$ cat src/lwkd_pkg.sv
`timescale 1ns / 1ps
// ----------------------------------------------------------------------------
// lwkd_pkg: shared constants, types and helpers
// Widths of the key table, counters and stream buses, plus the command and
// status bundles that join the controller and the datapath.
// ----------------------------------------------------------------------------
package lwkd_pkg;

    // table and field sizes
    localparam int MAX_K     = 16;
    localparam int KEY_BITS  = 32;
    localparam int CNT_BITS  = 32;
    localparam int K_BITS    = 5;

    localparam int IDX_W     = (MAX_K > 1) ? $clog2(MAX_K) : 1;
    localparam int USED_W    = $clog2(MAX_K + 1);

    // oldest-entry search: entries folded into groups in the scan cycle, groups folded at evict
    localparam int GRP_SIZE  = 4;
    localparam int NUM_GRP   = (MAX_K + GRP_SIZE - 1) / GRP_SIZE;

    // stream bus widths
    localparam int S_TDATA_W = ((KEY_BITS + 7) / 8) * 8;
    localparam int M_TDATA_W = 2 * CNT_BITS;

    typedef logic [CNT_BITS-1:0] cnt_t;
    typedef logic [KEY_BITS-1:0] key_t;
    typedef logic [IDX_W-1:0]    idx_t;
    typedef logic [USED_W-1:0]   used_t;
    typedef logic [K_BITS-1:0]   kval_t;

    localparam cnt_t CNT_MAX = '1;

    // eviction candidate: a valid entry with its last position
    typedef struct packed {
        logic vld;
        idx_t idx;
        cnt_t pos;
    } cand_t;

    // controller -> datapath
    typedef struct packed {
        logic load;
        logic scan;
        logic evict;
        logic commit;
    } lwkd_cmd_t;

    // datapath -> controller
    typedef struct packed {
        logic need_evict;
        logic out_free;
    } lwkd_sts_t;

    // keep a unless b is valid and strictly older; ties keep the lower index
    function automatic cand_t cand_pick(input cand_t a, input cand_t b);
        cand_t r;
        r = a;
        if (b.vld && (!a.vld || (b.pos < a.pos)))
        begin
            r = b;
        end
        return r;
    endfunction

endpackage

$ cat src/lwkd_ctrl.sv
`timescale 1ns / 1ps
// ----------------------------------------------------------------------------
// lwkd_ctrl: sequencing state machine
// Accepts one request, runs the table scan, repeats evictions while the
// table is at its limit, then commits the result into the output register.
// ----------------------------------------------------------------------------
module lwkd_ctrl
(
    input  logic                clk,
    input  logic                rst_n,
    input  logic                s_tvalid,
    output logic                s_tready,
    input  lwkd_pkg::lwkd_sts_t sts,
    output lwkd_pkg::lwkd_cmd_t cmd
);

    typedef enum logic [1:0]
    {
        ST_IDLE,
        ST_SCAN,
        ST_EVICT,
        ST_COMMIT
    } state_t;

    state_t state_reg;
    state_t state_next;
    logic   ready_reg;
    logic   ready_next;

    // next state and commands
    always_comb
    begin
        state_next = state_reg;
        ready_next = ready_reg;
        cmd        = '0;
        case (state_reg)
            ST_IDLE:
            begin
                if (s_tvalid && ready_reg)
                begin
                    cmd.load   = 1'b1;
                    ready_next = 1'b0;
                    state_next = ST_SCAN;
                end
            end
            ST_SCAN:
            begin
                cmd.scan   = 1'b1;
                state_next = sts.need_evict ? ST_EVICT : ST_COMMIT;
            end
            ST_EVICT:
            begin
                cmd.evict  = 1'b1;
                state_next = ST_SCAN;
            end
            ST_COMMIT:
            begin
                if (sts.out_free)
                begin
                    cmd.commit = 1'b1;
                    ready_next = 1'b1;
                    state_next = ST_IDLE;
                end
            end
            default:
            begin
                ready_next = 1'b1;
                state_next = ST_IDLE;
            end
        endcase
    end

    // state and registered ready
    always_ff @(posedge clk or negedge rst_n)
    begin
        if (!rst_n)
        begin
            state_reg <= ST_IDLE;
            ready_reg <= 1'b1;
        end
        else
        begin
            state_reg <= state_next;
            ready_reg <= ready_next;
        end
    end

    assign s_tready = ready_reg;

endmodule

$ cat src/lwkd_datapath.sv
`timescale 1ns / 1ps
// ----------------------------------------------------------------------------
// lwkd_datapath: key table, window counters and output register
// Holds up to MAX_K keys with their last positions, finds hits, free slots
// and the oldest entry, and forms window and best lengths.
// ----------------------------------------------------------------------------
module lwkd_datapath
(
    input  logic                           clk,
    input  logic                           rst_n,
    input  logic                           cfg_we,
    input  lwkd_pkg::kval_t                cfg_wdata,
    input  logic [lwkd_pkg::S_TDATA_W-1:0] s_tdata,
    input  logic                           s_tuser,
    output logic                           m_tvalid,
    input  logic                           m_tready,
    output logic [lwkd_pkg::M_TDATA_W-1:0] m_tdata,
    input  lwkd_pkg::lwkd_cmd_t            cmd,
    output lwkd_pkg::lwkd_sts_t            sts
);

    // configuration and sequence state
    lwkd_pkg::kval_t                k_reg;
    logic [lwkd_pkg::MAX_K-1:0]     valid_reg;
    lwkd_pkg::cnt_t                 pos_reg;
    lwkd_pkg::cnt_t                 wstart_reg;
    lwkd_pkg::cnt_t                 best_reg;
    logic                           m_tvalid_reg;

    // table storage and per-request payload
    lwkd_pkg::key_t                 entry_key [lwkd_pkg::MAX_K];
    lwkd_pkg::cnt_t                 entry_pos [lwkd_pkg::MAX_K];
    lwkd_pkg::key_t                 key_reg;
    logic                           hit_reg;
    lwkd_pkg::idx_t                 hit_idx_reg;
    lwkd_pkg::idx_t                 free_idx_reg;
    lwkd_pkg::cand_t                grp_reg [lwkd_pkg::NUM_GRP];
    logic [lwkd_pkg::M_TDATA_W-1:0] m_tdata_reg;

    // scan results
    logic                           hit;
    lwkd_pkg::idx_t                 hit_idx;
    lwkd_pkg::idx_t                 free_idx;
    lwkd_pkg::used_t                used;
    lwkd_pkg::used_t                k_eff;
    lwkd_pkg::cand_t                grp_now [lwkd_pkg::NUM_GRP];
    lwkd_pkg::cand_t                oldest;
    lwkd_pkg::cnt_t                 evict_start;

    // commit results
    logic [lwkd_pkg::CNT_BITS:0]    pos_plus;
    logic [lwkd_pkg::CNT_BITS:0]    len_wide;
    lwkd_pkg::cnt_t                 len;
    lwkd_pkg::cnt_t                 best_next;
    lwkd_pkg::cnt_t                 pos_inc;

    // k clamped to 1..MAX_K
    always_comb
    begin
        if (k_reg == '0)
        begin
            k_eff = lwkd_pkg::used_t'(1);
        end
        else if (int'(k_reg) > lwkd_pkg::MAX_K)
        begin
            k_eff = lwkd_pkg::used_t'(lwkd_pkg::MAX_K);
        end
        else
        begin
            k_eff = lwkd_pkg::used_t'(k_reg);
        end
    end

    // parallel compare, occupancy count, lowest free slot
    always_comb
    begin
        hit      = 1'b0;
        hit_idx  = '0;
        free_idx = '0;
        used     = '0;
        for (int i = lwkd_pkg::MAX_K - 1; i >= 0; i--)
        begin
            if (valid_reg[i] && (entry_key[i] == key_reg))
            begin
                hit     = 1'b1;
                hit_idx = lwkd_pkg::idx_t'(i);
            end
            if (!valid_reg[i])
            begin
                free_idx = lwkd_pkg::idx_t'(i);
            end
            used = used + lwkd_pkg::used_t'(valid_reg[i]);
        end
    end

    // first level of the oldest search: one winner per group
    always_comb
    begin
        lwkd_pkg::cand_t c;
        lwkd_pkg::cand_t e;
        int              n;
        for (int g = 0; g < lwkd_pkg::NUM_GRP; g++)
        begin
            c = '0;
            for (int j = 0; j < lwkd_pkg::GRP_SIZE; j++)
            begin
                n = g * lwkd_pkg::GRP_SIZE + j;
                if (n < lwkd_pkg::MAX_K)
                begin
                    e.vld = valid_reg[n];
                    e.idx = lwkd_pkg::idx_t'(n);
                    e.pos = entry_pos[n];
                    c     = lwkd_pkg::cand_pick(c, e);
                end
            end
            grp_now[g] = c;
        end
    end

    // second level over the registered group winners
    always_comb
    begin
        oldest = '0;
        for (int g = 0; g < lwkd_pkg::NUM_GRP; g++)
        begin
            oldest = lwkd_pkg::cand_pick(oldest, grp_reg[g]);
        end
        evict_start = (oldest.pos == lwkd_pkg::CNT_MAX) ? lwkd_pkg::CNT_MAX
                                                         : oldest.pos + 1'b1;
    end

    // window length, best length, saturating position
    always_comb
    begin
        pos_plus = {1'b0, pos_reg} + 1'b1;
        if (pos_plus >= {1'b0, wstart_reg})
        begin
            len_wide = pos_plus - {1'b0, wstart_reg};
        end
        else
        begin
            len_wide = '0;
        end
        len       = len_wide[lwkd_pkg::CNT_BITS] ? lwkd_pkg::CNT_MAX
                                                 : len_wide[lwkd_pkg::CNT_BITS-1:0];
        best_next = (len > best_reg) ? len : best_reg;
        pos_inc   = (pos_reg == lwkd_pkg::CNT_MAX) ? pos_reg : pos_reg + 1'b1;
    end

    // status to controller
    assign sts.need_evict = !hit && (used >= k_eff);
    assign sts.out_free   = !m_tvalid_reg || m_tready;

    // control state: config, valid bits, counters, output valid
    always_ff @(posedge clk or negedge rst_n)
    begin
        if (!rst_n)
        begin
            k_reg        <= lwkd_pkg::kval_t'(1);
            valid_reg    <= '0;
            pos_reg      <= '0;
            wstart_reg   <= '0;
            best_reg     <= '0;
            m_tvalid_reg <= 1'b0;
        end
        else
        begin
            if (cfg_we)
            begin
                k_reg <= cfg_wdata;
            end
            if (cmd.load && s_tuser)
            begin
                valid_reg  <= '0;
                pos_reg    <= '0;
                wstart_reg <= '0;
                best_reg   <= '0;
            end
            if (cmd.evict)
            begin
                valid_reg[oldest.idx] <= 1'b0;
                wstart_reg            <= evict_start;
            end
            if (cmd.commit)
            begin
                if (!hit_reg)
                begin
                    valid_reg[free_idx_reg] <= 1'b1;
                end
                best_reg     <= best_next;
                pos_reg      <= pos_inc;
                m_tvalid_reg <= 1'b1;
            end
            else if (m_tready)
            begin
                m_tvalid_reg <= 1'b0;
            end
        end
    end

    // payload: table contents, scan results, output data
    always_ff @(posedge clk)
    begin
        if (cmd.load)
        begin
            key_reg <= s_tdata[lwkd_pkg::KEY_BITS-1:0];
        end
        if (cmd.scan)
        begin
            hit_reg      <= hit;
            hit_idx_reg  <= hit_idx;
            free_idx_reg <= free_idx;
            grp_reg      <= grp_now;
        end
        if (cmd.commit)
        begin
            if (hit_reg)
            begin
                entry_pos[hit_idx_reg] <= pos_reg;
            end
            else
            begin
                entry_key[free_idx_reg] <= key_reg;
                entry_pos[free_idx_reg] <= pos_reg;
            end
            m_tdata_reg <= {best_next, len};
        end
    end

    assign m_tvalid = m_tvalid_reg;
    assign m_tdata  = m_tdata_reg;

endmodule

$ cat src/longest_window_k_distinct_core.sv
`timescale 1ns / 1ps
// ----------------------------------------------------------------------------
// longest_window_k_distinct_core: longest run with at most k distinct keys
// Streams keys in, returns the current window length and best length for
// each request; the first flag starts a new sequence.
// ----------------------------------------------------------------------------
// Flow: a taken request runs a scan, then commits into the registered result;
//   each eviction adds an evict and another scan (repeated once per removed key).
// A new request is taken only after the previous one commits, and commit waits
//   while the output holds a result that has not yet been taken.
// Reset: clears the table valid bits, position, window start and best length,
//   and sets max_distinct to 1; no clearing pass is needed.
module longest_window_k_distinct_core
(
    input  logic                           clk,
    input  logic                           rst_n,
    // configuration: max_distinct
    input  logic                           cfg_we,
    input  lwkd_pkg::kval_t                cfg_wdata,
    // input requests
    input  logic                           s_tvalid,
    output logic                           s_tready,
    input  logic [lwkd_pkg::S_TDATA_W-1:0] s_tdata,   // key
    input  logic                           s_tuser,   // first
    // results
    output logic                           m_tvalid,
    input  logic                           m_tready,
    output logic [lwkd_pkg::M_TDATA_W-1:0] m_tdata    // best_length (upper), window_length (lower)
);

    lwkd_pkg::lwkd_cmd_t cmd;
    lwkd_pkg::lwkd_sts_t sts;

    lwkd_ctrl u_ctrl
    (
        .clk      (clk),
        .rst_n    (rst_n),
        .s_tvalid (s_tvalid),
        .s_tready (s_tready),
        .sts      (sts),
        .cmd      (cmd)
    );

    lwkd_datapath u_dp
    (
        .clk       (clk),
        .rst_n     (rst_n),
        .cfg_we    (cfg_we),
        .cfg_wdata (cfg_wdata),
        .s_tdata   (s_tdata),
        .s_tuser   (s_tuser),
        .m_tvalid  (m_tvalid),
        .m_tready  (m_tready),
        .m_tdata   (m_tdata),
        .cmd       (cmd),
        .sts       (sts)
    );

endmodule

$ cat config.mk
export PLATFORM = sky130hd
export DESIGN_NAME = longest_window_k_distinct_core
export DESIGN_NICKNAME = d
export VERILOG_FILES = /design/src/lwkd_pkg.sv /design/src/lwkd_ctrl.sv /design/src/lwkd_datapath.sv /design/src/longest_window_k_distinct_core.sv
export SDC_FILE = /design/constraint.sdc
export NUM_CORES = 2
export LEC_CHECK = 0
export BUFFER_PORTS_ARGS = -buffer_cell sky130_fd_sc_hd__buf_2
export CAP_MARGIN = 25
export CELL_PAD_IN_SITES_DETAIL_PLACEMENT = 0
export CELL_PAD_IN_SITES_GLOBAL_PLACEMENT = 1
export CORE_MARGIN = 2
export CORE_UTILIZATION = 57
export CTS_CLUSTER_SIZE = 24
export DETAILED_ROUTE_END_ITERATION = 8
export PLACE_DENSITY = 0.95
export SETUP_SLACK_MARGIN = 0.05
export SYNTH_ARGS = -nofsm -noshare
export SYNTH_HDL_FRONTEND = slang
export SYNTH_HIERARCHICAL = 1
export SYNTH_SLANG_ARGS = --single-unit
$ cat constraint.sdc
create_clock -name clk -period 29.3 [get_ports clk]
set_input_delay 4.395 -clock clk [delete_from_list [all_inputs] [get_ports clk]]
set_output_delay 4.395 -clock clk [all_outputs]
set_load 0.01 [all_outputs]
Yosys cells after proc, flatten, opt, wreduce, memory -nomap -nowiden --
Memory sizes are Yosys's and may differ from the RTL's. Cells that the tools add are included.
Operators by class: add/sub/neg operators 19, multiplexer cells 109, reductions and logical operators 93, equal/unequal tests 24, bitwise operators 3, magnitude comparators 23
Operator list (count):
- two-way mux 37 bit | 19
- == test 32 bit | 16
- less-than comparator 32 bit | 15
- two-way mux 32 bit | 9
- adder 5 x 1 -> 5 bit | 14
- two-way mux 4 bit | 17
- adder 32 x 1 -> 32 bit, second input constant | 2
- == test 32 bit, second input constant | 2
- two-way mux 16 bit | 4
- two-way mux 1 bit | 38
- logical AND 1 bit | 36
- two-way mux 36 bit | 1
- adder 32 x 1 -> 33 bit, second input constant | 1
- greater-or-equal comparator 33 x 32 -> 1 bit | 1
- two-way mux 33 bit | 1
- subtractor 33 x 32 -> 33 bit | 1
- > comparator 32 bit | 1
- OR reduction 32 bit | 1
- two-way mux 3 bit | 8
- logical NOT 1 bit | 17
- bitwise AND 16 bit | 1
- logical OR 1 bit | 16
- NOT 16 bit | 1
- bitwise OR 16 bit | 1
- other kinds (25) | 48
Word-level totals: bits of input ports 43, output and inout port bits 66, bits in writable memories 1024, memories kept 2, register bits after elaboration 374
Memories:
- u_dp.entry_key | depth 16, width 32, rd ports 16, clocked after Yosys merged registers in 0, write ports 1, RTL line lwkd_datapath.sv:31 | lwkd_pkg::key_t entry_key [lwkd_pkg::MAX_K];
- u_dp.entry_pos | depth 16, width 32, rd ports 16, clocked after Yosys merged registers in 0, write ports 1, RTL line lwkd_datapath.sv:32 | lwkd_pkg::cnt_t entry_pos [lwkd_pkg::MAX_K];

Depth between registers and ports, before layout --
depth in word-level cells 23, depth in mapped cells 56

Cells and area by module --
The synthesis kept the hierarchy.
Modules (own cells, without submodules):
- lwkd_datapath | instances 1, sequential area each 41150.7 um^2, area each 73053.8 um^2, cells an instance 6002
- lwkd_ctrl | instances 1, sequential area each 76.3 um^2, area each 176.4 um^2, cells an instance 15

Least setup slack after synthesis --
OpenSTA, ideal clock, no wires.
kind reg2reg, from reg u_dp/grp_reg[147] in the netlist's numbering, to reg u_dp.wstart_reg[10], data arrival time 10.888 ns, buffers on the path 19, stages on the path, launching flop included 56, data required time 29.218 ns, slack 18.330 ns, clock period less this slack 10.970 ns, cell sequence edfxtp_1 -> clkbuf_1 -> clkbuf_1 -> buf_2 -> buf_1 -> nand2_1 -> ha_1 -> and3_1 -> a221oi_2 -> a211oi_1 -> o311a_4 -> o21ai_4 -> buf_6 -> buf_2 -> buf_2 -> buf_2 -> buf_1 -> nor2_1 -> [... 20 more ...] -> nand3_1 -> a21o_1 -> o2111ai_2 -> and2_1 -> buf_6 -> clkbuf_1 -> buf_2 -> buf_1 -> nand2_1 -> o21ai_0 -> ha_1 -> inv_1 -> nor4_1 -> a31oi_1 -> or3_1 -> buf_2 -> buf_2 -> a31oi_1
Between the ends: cells in the longest elaborated chain, start to end 16, elaborated cells between the ends (all ways) 20, classes of those cells 1 x add/sub; 3 x order compare; 1 x eq/ne; 6 x mux; 9 x reduce/logical
RTL lines:
- from (decl) | RTL line lwkd_datapath.sv:37 | lwkd_pkg::cand_t grp_reg [lwkd_pkg::NUM_GRP];
- from (signal assigned) | RTL line lwkd_datapath.sv:213 | grp_reg <= grp_now;
- two-way mux 37 bit (*) | RTL line lwkd_pkg.sv:59 | if (b.vld && (!a.vld || (b.pos < a.pos)))
- less-than comparator 32 bit / logical NOT 1 bit (equally long branches) | RTL line lwkd_pkg.sv:59
- logical OR 1 bit | RTL line lwkd_pkg.sv:59
- logical AND 1 bit | RTL line lwkd_pkg.sv:59
- two-way mux 37 bit (*) | RTL line lwkd_pkg.sv:59
- less-than comparator 32 bit / logical NOT 1 bit (equally long branches) | RTL line lwkd_pkg.sv:59
- logical OR 1 bit | RTL line lwkd_pkg.sv:59
- logical AND 1 bit | RTL line lwkd_pkg.sv:59
- two-way mux 37 bit (*) | RTL line lwkd_pkg.sv:59
- less-than comparator 32 bit / logical NOT 1 bit (equally long branches) | RTL line lwkd_pkg.sv:59
- logical OR 1 bit | RTL line lwkd_pkg.sv:59
- logical AND 1 bit | RTL line lwkd_pkg.sv:59
- two-way mux 36 bit (*) | RTL line lwkd_pkg.sv:59
- adder 32 x 1 -> 32 bit / == test 32 bit (equally long branches) | RTL line lwkd_datapath.sv:129, lwkd_datapath.sv:128
- two-way mux 32 bit (*) | RTL line lwkd_datapath.sv:128 | evict_start = (oldest.pos == lwkd_pkg::CNT_MAX) ? lwkd_pkg::CNT_MAX
- two-way mux 32 bit (*) | RTL line lwkd_datapath.sv:179 | if (cmd.evict)
- to (signal assigned) | RTL line lwkd_datapath.sv:182 | wstart_reg <= evict_start;
- to (decl) | RTL line lwkd_datapath.sv:26 | lwkd_pkg::cnt_t wstart_reg;
Mark *: on every way between the ends. The rest lies on a longest branch, timed or not. A chain may end at the register's enable or synchronous reset.

Final worst setup path --
Ends and elaborated chain as after synthesis.

==> results.py <==
metrics = {
    "outcome": {
        "status": "completed",
    },
    "global_route": {
        "antenna_found_initial": 9,
        "grt_usage_pct": 31.0,
        "grt_max_degree": 79,
        "grt_pass1_vias": 49107,
        "grt_pass1_wl_um": 304000,
        "gr-total-overflow": 0,
    },
    "clock_network": {
        "cts-htree-levels": 4,
        "clock-sinks": 1393,
        "ctsHoldBuffers": 0,
        "cts_setup_buffers": 0,
        "cts_resized": 0,
        "cts_made_buffers": 146,
        "cts_tree": "yes",
        "cts-root-buf": "clkbuf_16",
        "cts_buffer_depth": 3,
        "clkTransAtPathRegs_ns": 0.06,
        "insertion_delay_ns": 0.80,
    },
    "synthesis": {
        "yosysWarnings": 6,
        "synth_edf_count": 1272,
        "synth_top_cell_by_area": "edfxtp_1",
        "synth-main-ff-cell": "edfxtp_1",
        "synth_area_um2": 73200,
        "synthTopCellsByArea": "edfxtp_1, ha_1, xnor2_1",
        "synthDistinctLibCells": 102,
        "ys_async_sr_fraction_pct": 8.69,
        "syn_nets": 6615,
        "syn_avg_cell_area_um2": 12.2,
        "synthesis.instances": 6017,
        "synth_top_area_share_pct": 52.2,
        "synth-seq-cells": 1393,
        "ys_seq_area_share_pct": 56.3,
    },
    "floorplan": {
        "placement_rows": 131,
        "die-height_um": 362,
        "ios": 109,
        "coreArea_um2": 128000,
        "dieArea_um2": 131000,
        "initial_core_util_pct": 57.4,
        "die_w_um": 362,
    },
    "route": {
        "drc": 0,
        "dr_total_vias": 49773,
        "firstDrtPassIters": 6,
        "drt.antenna.violating_nets": 0,
        "wl_um": 205000,
        "post_drt_wl_per_cell_um": 25.8,
        "drtIter0Drc": 5533,
        "viasPerCell": 6.25,
    },
    "finish": {
        "fin_cells": 7963,
        "nets": 6781,
        "fin_area_um2": 80900,
        "layout_common_cells": "edfxtp_1, ha_1, inv_1, nand2_1, xnor2_1",
        "drive_above_1_share_pct": 10.2,
        "multi_input_area_um2": 29600,
        "seqCellArea_um2": 41200,
        "fill_cells": 9303,
        "syn_to_final_growth_pct": 10.5,
        "final_common_cell": "edfxtp_1",
    },
    "worst_setup_path": {
        "path_delay_family": "compound AO/OA/AOI/OAI gates",
        "arrival_ns": 12.31,
        "reg2reg_to": "u_dp/wstart_reg[10]$_DFFE_PN0P_",
        "worst_path_max_delay_cell": "nand2_4",
        "critPathLaunch": "u_dp/grp_reg[147]$_DFFE_PP_",
        "crit_cells": 37,
        "worst_r2r_path_depth": 37,
        "rr_startpoint": "u_dp/grp_reg[147]$_DFFE_PP_",
        "reg2reg_slack_ns": 17.67,
        "worst-path-buf-inv": 5,
        "worstSetupEndpointType": "flop",
        "cp_max_fo": 71,
        "crit_top_cell": "ha_1",
        "endpoint": "u_dp/wstart_reg[10]$_DFFE_PN0P_",
        "cp.required_ns": 29.97,
        "critPathKind": "reg -> reg",
        "slowest_delay_ns": 0.68,
        "cp-start-kind": "flop",
    },
    "placement": {
        "dp_slack_ns": 18.07,
        "placed_cells": 7696,
        "place_area_um2": 76200,
        "portBuffers": 108,
        "gp_congestion": 0.991,
        "hpwl_um": 137000,
    },
    "timing": {
        "fin_skew_ns": 0.0560,
        "hold_violations": 0,
        "setup_viol": 0,
        "rsz0062_at_grt": "no",
        "setup_ws_ns": 17.67,
        "min_period_ns": 11.63,
        "drv_slew": 0,
        "relSlewSlack_pct": 25.0,
        "fin_crit_sh_pct": 39.7,
        "tns_ns": 0,
        "worstMarginPinSlew_ns": 1.11,
        "max_freq_ghz": 0.0860,
    },
    "hold_path": {
        "min_path_type": "reg -> reg",
    },
    "job": {
        "max-cap-violations": 0,
    },
    "power": {
        "power.density_nw_per_um2": 49.1,
        "leakagePower_uw": 0.0327,
        "ir_worst_vdd_uv": 73.4,
    },
}
[stage by stage]
stage	total power, uW	hold WS, ns	util, %
2_1_floorplan	2180	0.459	-
3_3_place_gp	2190	0.454	59.7
3_5_place_dp	2190	0.454	59.8
4_1_cts	3990	0.468	63.5
5_1_grt	4070	0.476	63.5
6_report	3980	0.464	63.5
[worst reg2reg max path: cells and delay by family (launching register included)]
family	cells	cell delay, ns
AO/OA/AOI/OAI	16	4.23
adder cells (fa/ha/maj)	4	1.50
buffers and inverters	5	1.60
flip-flops	1	0.33
multiplexers	1	0.68
AND/OR/NAND/NOR	11	3.23
[routing by layer]
metal,global-route usage (%),routed length (um)
met5,0,12
met3,5.08,17300
met2,51.7,97700
met1,39.3,78500
met4,15.8,11500
[where the power goes]
group	internal [uW]	leakage (uW)	total, uW	switching (uW)
clock network	1030	0.00227	1830	798
registers	2140	0.0143	2140	0.487
logic	3.75	0.0162	9.83	6.06
[Yosys cell counts, drive strengths merged, types with 69 or more instances]
cell	n
edfxtp	1272
ha	544
inv	447
nand2	437
xnor2	416
a21oi	305
nor2	271
mux2i	264
o21ai	242
nand3	197
nand4	193
xor2	185
a21o	176
clkbuf	158
dfrtp	119
buf	69
nor4	69
[worst min path at each step]
stage / from / to / slack [ns] / cells past startpoint
2_1_floorplan: u_dp/wstart_reg[26]$_DFFE_PN0P_ / u_dp/wstart_reg[26]$_DFFE_PN0P_ / 0.46 / 1
3_3_place_gp: u_dp/key_reg[15]$_DFFE_PP_ / u_dp/entry_key[15][15]$_DFFE_PP_ / 0.45 / 0
3_5_place_dp: u_dp/key_reg[15]$_DFFE_PP_ / u_dp/entry_key[15][15]$_DFFE_PP_ / 0.45 / 0
4_1_cts: u_dp/key_reg[15]$_DFFE_PP_ / u_dp/entry_key[15][15]$_DFFE_PP_ / 0.47 / 0
5_1_grt: u_dp/key_reg[15]$_DFFE_PP_ / u_dp/entry_key[15][15]$_DFFE_PP_ / 0.48 / 0
6_report: u_dp/key_reg[15]$_DFFE_PP_ / u_dp/entry_key[15][15]$_DFFE_PP_ / 0.46 / 0
[final cells by class]
class	instances	share of cell area, %
clock buffer	193	4.86
antenna	5	0.0155
clock inverter	68	0.963
timing repair buffer	245	1.98
sequential	1393	50.9
inverter	447	2.07
tap	1662	2.57
multi-input combinational	3950	36.6
[cell families (layout without fill, tap and decap cells)]
| family | after synthesis | after routing | share of synthesized area (%) |
|---|---|---|---|
| muxes | 331 | 331 | 4.64 |
| and+or+nand+nor | 1448 | 1448 | 9.75 |
| other | 0 | 5 | 0 |
| DFF | 1393 | 1393 | 56.3 |
| adders and majority gates | 555 | 555 | 9.60 |
| buffers and inverters | 674 | 953 | 3.54 |
| xor gates and xnor gates | 601 | 601 | 7.20 |
| AOI/OAI and AO/OA | 1015 | 1015 | 8.97 |
No activity file was read; power rests on OpenSTA's default activity.
